**src/rphc_pkg.sv**
```systemverilog
`default_nettype none

package rphc_pkg;

	typedef enum logic [2:0] {
		ST_OK      = 3'd0,
		ST_SHORT   = 3'd1,
		ST_CSUM    = 3'd2,
		ST_VERSION = 3'd3,
		ST_LENGTH  = 3'd4
	} status_t;

	localparam logic [16:0] MIN_LEN     = 17'd24;
	localparam logic [7:0]  OSPF_VER    = 8'd2;
	localparam logic [16:0] CSUM_POS    = 17'd12;
	localparam logic [16:0] COUNT_MAX   = 17'h1FFFF;

	typedef struct packed {
		status_t     status;
		logic [7:0]  packet_type;
		logic [15:0] packet_length;
		logic [31:0] origin_router;
		logic [31:0] area_id;
	} result_t;

	// One's-complement add with end-around carry.
	function automatic logic [15:0] ones_add(input logic [15:0] a, input logic [15:0] w);
		logic [16:0] s;
		s = {1'b0, a} + {1'b0, w};
		return s[15:0] + {15'd0, s[16]};
	endfunction

endpackage

`default_nettype wire

```
**src/rphc_core.sv**
```systemverilog
`default_nettype none

module rphc_core (
	input  wire logic             clk,
	input  wire logic             arst_n,
	input  wire logic             step,
	input  wire logic [7:0]       data,
	input  wire logic             last,
	output rphc_pkg::result_t     res
);

	logic [16:0] count_q, count_n;
	logic [15:0] sum_q, sum_n;
	logic [7:0]  pend_q, pend_n;
	logic [7:0]  ver_q, ver_n;
	logic [7:0]  type_q, type_n;
	logic [15:0] dlen_q, dlen_n;
	logic [15:0] csum_q, csum_n;
	logic [31:0] router_q, router_n;
	logic [31:0] area_q, area_n;

	logic        live, in_csum, odd;
	logic [7:0]  sb;
	logic [15:0] word;
	rphc_pkg::status_t st;

	always_comb begin
		live    = count_q != rphc_pkg::COUNT_MAX;
		in_csum = (count_q == rphc_pkg::CSUM_POS) || (count_q == rphc_pkg::CSUM_POS + 17'd1);
		odd     = count_q[0];
		sb      = in_csum ? 8'h00 : data;
		// an odd final byte is padded with a zero low byte
		word    = odd ? {pend_q, sb} : {sb, 8'h00};

		count_n  = count_q;
		sum_n    = sum_q;
		pend_n   = pend_q;
		ver_n    = ver_q;
		type_n   = type_q;
		dlen_n   = dlen_q;
		csum_n   = csum_q;
		router_n = router_q;
		area_n   = area_q;

		if (live) begin
			count_n = count_q + 17'd1;
			if (odd || last)
				sum_n = rphc_pkg::ones_add(sum_q, word);
			if (!odd)
				pend_n = sb;
			if (count_q == 17'd0)
				ver_n = data;
			else if (count_q == 17'd1)
				type_n = data;
			else if (count_q < 17'd4)
				dlen_n = {dlen_q[7:0], data};
			else if (count_q < 17'd8)
				router_n = {router_q[23:0], data};
			else if (count_q < 17'd12)
				area_n = {area_q[23:0], data};
			else if (in_csum)
				csum_n = {csum_q[7:0], data};
		end

		if (count_n < rphc_pkg::MIN_LEN)
			st = rphc_pkg::ST_SHORT;
		else if (csum_n != ~sum_n)
			st = rphc_pkg::ST_CSUM;
		else if (ver_n != rphc_pkg::OSPF_VER)
			st = rphc_pkg::ST_VERSION;
		else if ({1'b0, dlen_n} != count_n)
			st = rphc_pkg::ST_LENGTH;
		else
			st = rphc_pkg::ST_OK;

		res.status        = st;
		res.packet_type   = (st == rphc_pkg::ST_OK) ? type_n : 8'h00;
		res.packet_length = count_n[16] ? 16'hFFFF : count_n[15:0];
		res.origin_router = (st == rphc_pkg::ST_OK) ? router_n : 32'd0;
		res.area_id       = (st == rphc_pkg::ST_OK) ? area_n : 32'd0;
	end

	always_ff @(posedge clk or negedge arst_n) begin
		if (!arst_n) begin
			count_q  <= '0;
			sum_q    <= '0;
			pend_q   <= '0;
			ver_q    <= '0;
			type_q   <= '0;
			dlen_q   <= '0;
			csum_q   <= '0;
			router_q <= '0;
			area_q   <= '0;
		end else if (step) begin
			if (last) begin
				// clear for the next packet
				count_q  <= '0;
				sum_q    <= '0;
				pend_q   <= '0;
				ver_q    <= '0;
				type_q   <= '0;
				dlen_q   <= '0;
				csum_q   <= '0;
				router_q <= '0;
				area_q   <= '0;
			end else begin
				count_q  <= count_n;
				sum_q    <= sum_n;
				pend_q   <= pend_n;
				ver_q    <= ver_n;
				type_q   <= type_n;
				dlen_q   <= dlen_n;
				csum_q   <= csum_n;
				router_q <= router_n;
				area_q   <= area_n;
			end
		end
	end

endmodule

`default_nettype wire
```
**config.mk**
```make
export PLATFORM = sky130hd
export DESIGN_NAME = rphc_core
export DESIGN_NICKNAME = d
export VERILOG_FILES = /design/src/rphc_pkg.sv /design/src/rphc_core.sv
export SDC_FILE = /design/constraint.sdc
export NUM_CORES = 1
export LEC_CHECK = 0
export BUFFER_PORTS_ARGS = -buffer_cell sky130_fd_sc_hd__buf_2
export CORE_MARGIN = 2
export CORE_UTILIZATION = 55
export CTS_CLUSTER_DIAMETER = 200
export DETAILED_ROUTE_END_ITERATION = 16
export PLACE_DENSITY = 0.88
export SLEW_MARGIN = 20
export SYNTH_ARGS = -nofsm -noshare
export SYNTH_HDL_FRONTEND = slang
export SYNTH_SLANG_ARGS = --single-unit
```
**constraint.sdc**
```tcl
create_clock -name clk -period 7.8 [get_ports clk]
set_input_delay 1.56 -clock clk [delete_from_list [all_inputs] [get_ports clk]]
set_output_delay 1.56 -clock clk [all_outputs]
set_load 0.02 [all_outputs]
```
======== Yosys cells after proc, flatten, opt, wreduce, memory -nomap -nowiden ========
Index checks and enable logic that the tools add are counted.
word-level totals
  logic and storage cells ................. 82
  output and inout port bits .............. 91
  bits in registers ....................... 153
operators by class
  $add $sub $neg .......................... 3
  equality and inequality tests ........... 8
  reductions and logical operators ........ 6
  magnitude comparators ................... 4
  bitwise operators ....................... 1
  muxes and demuxes ....................... 51
operators by type and width
  kind                                                                           number
  32-bit two-way mux                                                             15
  16-bit two-way mux                                                             18
  8-bit two-way mux                                                              12
  17-bit by 4-bit == test with 1-bit output, second input constant               2
  17-bit by 4-bit less-than comparator with 1-bit output, second input constant  2
  17-bit two-way mux                                                             2
  16-bit by 16-bit adder with 17-bit output                                      1
  17-bit by 1-bit adder with 17-bit output, second input constant                1
  17-bit by 1-bit == test with 1-bit output, second input constant               1
  17-bit logical NOT                                                             1
  17-bit by 3-bit less-than comparator with 1-bit output, second input constant  1
  17-bit by 5-bit less-than comparator with 1-bit output, second input constant  1
  16-bit by 17-bit inequality test with 1-bit output                             1
  17-bit inequality test, second input constant                                  1
  16-bit by 1-bit adder with 16-bit output                                       1
  16-bit inequality test                                                         1
  16-bit NOT                                                                     1
  3-bit two-way mux                                                              4
  8-bit by 2-bit inequality test with 1-bit output, second input constant        1
  3-bit logical NOT                                                              1
  3-bit AND reduction                                                            1
  1-bit logical OR                                                               2
  2-bit inequality test, second input constant                                   1
  2-bit nonzero test                                                             1

======== Longest topological paths before layout ========
Gate-level depths: netlist (run 1).
  depth in word-level cells ............... 14
  mapped depth ............................ 34

======== Worst setup path after synthesis (run 1) ========
OpenSTA, ideal clock, no wires.
  kind .................................... input -> output
  start point ............................. input port data[0]
  end point ............................... output port res[88] (netlist bit)
  path buffers ............................ 3
  required time ........................... 6240 ps
  slack ................................... -207 ps
  stages on the path ...................... 27
  arrival time ............................ 6447 ps
  path through ............................ clkbuf_1 and3_1 ha_1 inv_1 fa_1 nor2b_1 o2111ai_1 and2_1 o31ai_1 and2_1 o21ai_0 a21oi_1 o21ai_0 nand2b_1 ha_1 and3_1 nand3b_1 nor2_1 and3_1 buf_6 and2_1 nand4_1 xnor2_1 xnor2_1 a31oi_1 buf_4 o41ai_1
RTL lines
  item         RTL line        RTL
  from (decl)  rphc_core.sv:7  input wire logic [7:0] data,
  to (decl)    rphc_core.sv:9  output rphc_pkg::result_t res

==> results of run 1 <==
[Yosys cell counts, types with 23 or more instances]
library cell    n
nor4_2         72
a21oi_1        54
mux2i_1        94
a22o_1         78
nand2_1        81
o2bb2ai_1      66
xnor2_1        45
dfrtp_1       153
nand3_1        23
clkbuf_1       66
a22oi_1        39
nor2_1         42
xor2_1         27
[critical path: stages]
cell,delay (ns)
buf_6,0.08
and3_4,0.17
ha_4,0.14
inv_2,0.04
fa_2,0.39
nor2b_2,0.13
o2111ai_2,0.15
and2_4,0.18
o31ai_4,0.22
and2_4,0.19
o21ai_2,0.06
a21oi_1,0.13
o21ai_1,0.11
nand2b_1,0.10
ha_2,0.18
and3_4,0.17
nand3b_1,0.10
nor2_1,0.13
and3_4,0.24
and2_4,0.16
nand4_1,0.15
xnor2_2,0.20
xnor2_2,0.27
a31oi_4,0.25
buf_16,0.23
buf_12,0.16
nor4_4,0.35
buf_4,0.21
[state kept, by name, summed over array words and instances, names as in the netlist]
signal    flops
area_q       32
count_q      17
csum_q       16
dlen_q       16
pend_q        8
router_q     32
sum_q        16
type_q        8
ver_q         8
[cell usage in the layout, fill, tap and decap left out, types with 39 or more instances in the layout]
cell and n:
nor4_4 74, mux2i_1 94, nor2_1 40, a21oi_1 51, a22oi_1 39, dfrtp_1 150, xnor2_1 43, o2bb2ai_1 66
nand2_1 79, a22o_1 78, buf_4 164
[layer usage]
layer  share of wire [%]  vias to the layer above  track usage (%)
met5                   0                        -                0
met4                 5.6                        0            15.19
met3                 9.2                      189            6.451
met2                  47                      783            52.48
met1                  38                     5327            44.76
li1                    -                     4687                -
[power by group]
group | internal [mW] | switching [mW] | total [mW]
clock network | 0.455 | 0.392 | 0.847
logic | 0.555 | 0.801 | 1.36
registers | 0.869 | 0.0950 | 0.964
[path summary, 6_finish.rpt]
kind	from	endpoint	slack (ns)
worst min-delay path	type_q[3]	type_q[3]	0.49
worst max register to register	count_q[1]	sum_q[15]	2.70
min in group asynchronous	arst_n	router_q[29]	1.18
worst min register to register	type_q[3]	type_q[3]	0.49
max in group asynchronous	arst_n	count_q[4]	5.16
worst max-delay path	data[0]	res[5]	-0.25
[metrics by stage]
step	setup slack (ns)	power (mW)	area [um2]
after floorplan	-0.1229	1.778	11950
after global placement	-0.1950	2.110	13180
after detailed placement	-0.3904	2.150	13180
after CTS	-0.02016	3.105	14330
after global routing	-0.5157	3.284	14690
final	-0.2454	3.168	14700
[area by class of cell]
type | count | area (um2) | share of cell area, %
flip-flops and latches | 153 | 3832 | 26.08
repair buffers | 233 | 2125 | 14.46
clock inverters | 14 | 157.7 | 1.073
multi-input cells | 863 | 7740 | 52.67
well taps | 270 | 337.8 | 2.299
diodes | 1 | 2.502 | 0.01703
inverters | 19 | 71.32 | 0.4853
clock buffers | 18 | 429.2 | 2.920
[kinds of logic after synthesis]
family / synth area share (%)
and+or+nand+nor: 20.31
AOI/OAI and AO/OA: 23.31
buffers and inverters: 5.651
muxes: 8.416
adders and majority gates: 2.610
DFF: 33.84
xor gates and xnor gates: 5.862
[what timing repair did]
| action | 4_1_cts | 5_1_grt |
|---|---|---|
| pin swaps | 26 | 19 |
| buffers inserted | 21 | 11 |
| endpoints found under the setup margin | 75 | 75 |
| resized for setup | 68 | 77 |
| cloned | 5 | 2 |
==> impl_metrics.json, run 1 <==
{
  "die_h_um": 147.4,
  "synth.area.top_cells": "dfrtp_1 (34%), mux2i_1 (8.3%), nor4_2 (8.0%)",
  "clk-insertion-delay-late_ns": 0.44,
  "grt_max_degree": 86,
  "hold_viol_final": 0,
  "holdWs_ns": 0.4886,
  "vias": 10986,
  "clkSlewWorstSetupHoldPaths_ns": 0.07,
  "fill_cells": 1238,
  "power_density_nw_per_um2": 215.6,
  "critPathKind": "input pin to primary output",
  "synthArstFlopShare_pct": 100.0,
  "start_kind": "input pin",
  "grt_pass1_vias": 10230,
  "gp_congestion": 0.9475,
  "htree_levels": 4,
  "cp-end-kind": "primary output",
  "die_x_um": 147.4,
  "ys_seq_area_share_pct": 33.84,
  "drc": 0,
  "ys_ff_latch": 153,
  "fin_ws_ns": -0.2454,
  "drv_cap": 0,
  "synth_cell_types": 85,
  "cts_made_buffers": 17,
  "grt_first_pass_wirelength_um": 57650,
  "fin_cells": 1571,
  "core_um2": 20230,
  "dieArea_um2": 21730,
  "crit_arrival_ns": 6.49,
  "min_path_cells": 1,
  "grt_overflow_total": 0,
  "port_buffers": 102,
  "dp.cells": 1499,
  "clock_path_buffers": 2,
  "io_pins": 103,
  "p_leak_nw": 6.594,
  "rsz0062_at_grt": "true",
  "drive_gt1_share_pct": 31.54,
  "fin_tns_setup_ns": -11.35,
  "cts_tree": "yes",
  "wl_per_cell_um": 24.80,
  "area_growth_pct": 29.89,
  "root_buffer": "clkbuf_16",
  "viasPerCell": 6.993,
  "clkSinkCount": 153,
  "ir_worst_vdd_uv": 189.1,
  "yosysTopAreaCell": "dfrtp_1",
  "required_ns": 6.24,
  "min_period_over_period_pct": 103.1,
  "ant_nets": 0,
  "utilization_pct": 72.63,
  "cts_hold_buf": 0,
  "synth_top_area_share_pct": 33.84,
  "worstRegToRegCells": 29,
  "min-delay-path-class": "register to register",
  "syn_area_um2": 11310,
  "track_usage_pct": 33.30,
  "drt-total-wl_um": 38960,
  "firstDrtPassIters": 8,
  "fp-row-count": 52,
  "drt_iter0_markers": 1404,
  "synth_nets": 1176,
  "outcome": "complete, but fails checks",
  "syn_avg_cell_area_um2": 9.915,
  "fmax_ghz": 0.1243,
  "worst_slew_pin_slew_ns": 1.092,
  "synth_cells": 1141,
  "maxSlewHeadroom_pct": 27.18,
  "synth_ff_type": "dfrtp_1",
  "nNetsFinal": 1322,
  "grt_antenna_before_repair": 0,
  "failed_checks": "negative setup slack",
  "period_needed_ns": 8.045,
  "initial_core_util_pct": 55.91,
  "maxSlewViolCount": 0,
  "clock_skew_ns": 0.01005,
  "setup_viol": 75,
  "synth-edff-count": 0,
  "worst-path-max-fanout": 9,
  "yosys_warnings": 0,
  "dp_hpwl_um": 22960
}
Note: power is estimated with default switching activity, not from simulation.
==> run 2, diff against run 1 <==
--- a/config.mk
+++ b/config.mk
@@ -6,7 +6,7 @@
 export NUM_CORES = 1
 export LEC_CHECK = 0
 export BUFFER_PORTS_ARGS = -buffer_cell sky130_fd_sc_hd__buf_2
-export CORE_MARGIN = 2
+export CORE_MARGIN = 4
 export CORE_UTILIZATION = 55
 export CTS_CLUSTER_DIAMETER = 200
 export DETAILED_ROUTE_END_ITERATION = 16
==> constraint.sdc (replaced) <==
create_clock -name clk -period 7.8 [get_ports clk]
set_input_delay 0.39 -clock clk [delete_from_list [all_inputs] [get_ports clk]]
set_output_delay 0.39 -clock clk [all_outputs]
set_load 0.02 [all_outputs]
==> run 2 against run 1 <==
Sequential power is 0.4% lower; critical path depth stayed put; the flow finishes with violations (negative hold slack); critical endpoint is now res[55]; flip-flop and latch count is the same; critical path type is now register to primary output; utilization shrank 11 points; largest cell class unchanged.
==> impl_metrics.json, run 2 (synthesis results as in run 1) <==
{
  "outcome": "complete, but fails checks",
  "failed_checks": "negative hold slack",
  "die_x_um": 151.4,
  "vias": 10046,
  "crit_arrival_ns": 6.98,
  "grt_pass1_vias": 9027,
  "ir_worst_vdd_uv": 203.0,
  "fin_cells": 1469,
  "fin_tns_setup_ns": 0,
  "sequentialPowerShare_pct": 34.6,
  "drive_gt1_share_pct": 23.29,
  "start_kind": "register",
  "area_growth_pct": 10.98,
  "fill_cells": 1515,
  "grt_antenna_before_repair": 2,
  "cts_made_buffers": 17,
  "firstDrtPassIters": 6,
  "clock_skew_ns": 0.01284,
  "drt_iter0_markers": 1208,
  "track_usage_pct": 26.59,
  "switching_power_mw": 1.086,
  "slowest_delay_ns": 0.42,
  "wl_per_cell_um": 21.80,
  "grt_first_pass_wirelength_um": 48370,
  "ant_nets": 0,
  "critPathTopFamily": "simple AND/OR/NAND/NOR gates",
  "required_ns": 7.41,
  "power_density_nw_per_um2": 220.7,
  "multiInputGateArea_um2": 6945,
  "clkSinkCount": 153,
  "seq_area_um2": 3829,
  "final_common_cell": "dfrtp_1",
  "worst_slew_pin_slew_ns": 1.065,
  "crit_top_cell": "ha_1",
  "dpl_cell_area_um2": 11840,
  "grt_overflow_total": 0,
  "io_pins": 103,
  "holdWs_ns": -0.05052,
  "min_period_over_period_pct": 94.50,
  "fp-row-count": 52,
  "dieArea_um2": 22930,
  "slowest_stage": "a2111oi_4",
  "cts_hold_buf": 0,
  "htree_levels": 4,
  "worst-path-max-fanout": 64,
  "pre_cts_slack_ns": 0.5316,
  "dp_hpwl_um": 21050,
  "initial_core_util_pct": 55.91,
  "comb_power_share_pct": 35.3,
  "path_buf_inv": 4,
  "cts_tree": "yes",
  "viasPerCell": 6.839,
  "gp_congestion": 1.002,
  "p_int_mw": 1.685,
  "fin_ws_ns": 0.4286,
  "final_cell_area_um2": 12560,
  "reg.largest.list": "area_q: 32 flops, router_q: 32 flops, count_q: 17 flops",
  "switching_share_pct": 39.20,
  "core_um2": 20230,
  "fmax_ghz": 0.1357,
  "maxSlewHeadroom_pct": 28.98,
  "period_needed_ns": 7.371,
  "drc": 0,
  "die_h_um": 151.4,
  "p_leak_nw": 5.516,
  "clock_path_buffers": 2,
  "clk-insertion-delay-late_ns": 0.45,
  "min-delay-path-class": "input pin to asynchronous set/reset pin",
  "port_buffers": 102,
  "final_cell_mix": "dfrtp_1 (153), buf_2 (101), mux2i_1 (94)",
  "finalPower_mw": 2.771,
  "rsz0062_at_grt": "false",
  "hold_viol_final": 29,
  "drt-total-wl_um": 32030,
  "critPathKind": "register to primary output",
  "drv_cap": 0,
  "clkSlewWorstSetupHoldPaths_ns": 0.07,
  "clock_power_share_pct": 30.0,
  "setup_viol": 0,
  "nNetsFinal": 1220,
  "cp-end-kind": "primary output",
  "root_buffer": "clkbuf_16",
  "maxSlewViolCount": 0,
  "dp.cells": 1427,
  "grt_max_degree": 79
}
==> run 2: layout make-up <==
cell class,count,area share [%]
Multi-Input combinational cell,863,55.32
Sequential cell,153,30.49
Timing Repair Buffer,131,6.248
Clock buffer,18,3.418
Tap cell,270,2.691
Clock inverter,14,1.246
Inverter,19,0.5680
Antenna cell,1,0.01993
==> run 2: power groups by stage <==
stage | clock (mW) | combinational, mW | sequential [mW]
after floorplan | 0 | 0.744 | 0.941
after global placement | 0 | 0.874 | 0.964
after detailed placement | 0 | 0.902 | 0.967
after CTS | 0.833 | 0.911 | 0.955
after global routing | 0.871 | 1.05 | 0.967
final | 0.832 | 0.979 | 0.960
==> run 2: stage by stage <==
step / utilization (%) / hold slack (ns)
3_5_place_dp: 58.51 / 0.4612
5_1_grt: 62.04 / 0.01190
2_1_floorplan: - / 0.09441
3_3_place_gp: 58.51 / 0.4636
6_report: 62.05 / -0.05052
4_1_cts: 61.41 / 0.003317
==> run 2: timing repair <==
action	4_1_cts	5_1_grt
endpoints found under the setup margin	0	75
setup buffers	0	7
resized for setup	0	8
==> run 2: per-layer routing <==
layer | track usage, % | routed length (um) | part of all wire (%) | vias to the layer above
met5 | 0 | 13 | 0.041 | -
met4 | 12.56 | 1619 | 5.1 | 2
met3 | 5.955 | 3121 | 9.7 | 135
met2 | 39.88 | 14450 | 45 | 606
met1 | 36.53 | 12820 | 40 | 4827
li1 | - | - | - | 4476
==> run 2: worst paths after layout <==
| check | startpoint | to | slack [ns] | cells past startpoint |
|---|---|---|---|---|
| setup / recovery | count_q[1] | res[55] | 0.43 | 28 |
| hold / removal | arst_n | router_q[19] | -0.05 | 1 |
| setup reg to reg | count_q[1] | sum_q[14] | 2.34 | 25 |
| hold reg to reg | type_q[5] | type_q[5] | 0.48 | 1 |
| max in group asynchronous | arst_n | area_q[23] | 6.32 | 2 |
| min in group clk | step | count_q[2] | 0.40 | 2 |
==> run 2: worst reg2reg max path: stages, from the launching register on <==
cell and delay, ns:
dfrtp_1 0.41, inv_1 0.11, ha_1 0.25, o21a_1 0.24, nand3_4 0.20, and3_1 0.20, ha_1 0.19, inv_1 0.06
fa_1 0.41, nor2b_1 0.15, o2111ai_1 0.15, and2_1 0.25, o31ai_2 0.32, and2_1 0.21, o21ai_0 0.08, a21oi_1 0.14
o21ai_0 0.08, nand2b_1 0.12, ha_1 0.18, ha_1 0.20, and4_1 0.32, and4_1 0.41, nand3_1 0.21, xnor2_1 0.17
a22oi_1 0.17, o2bb2ai_1 0.09
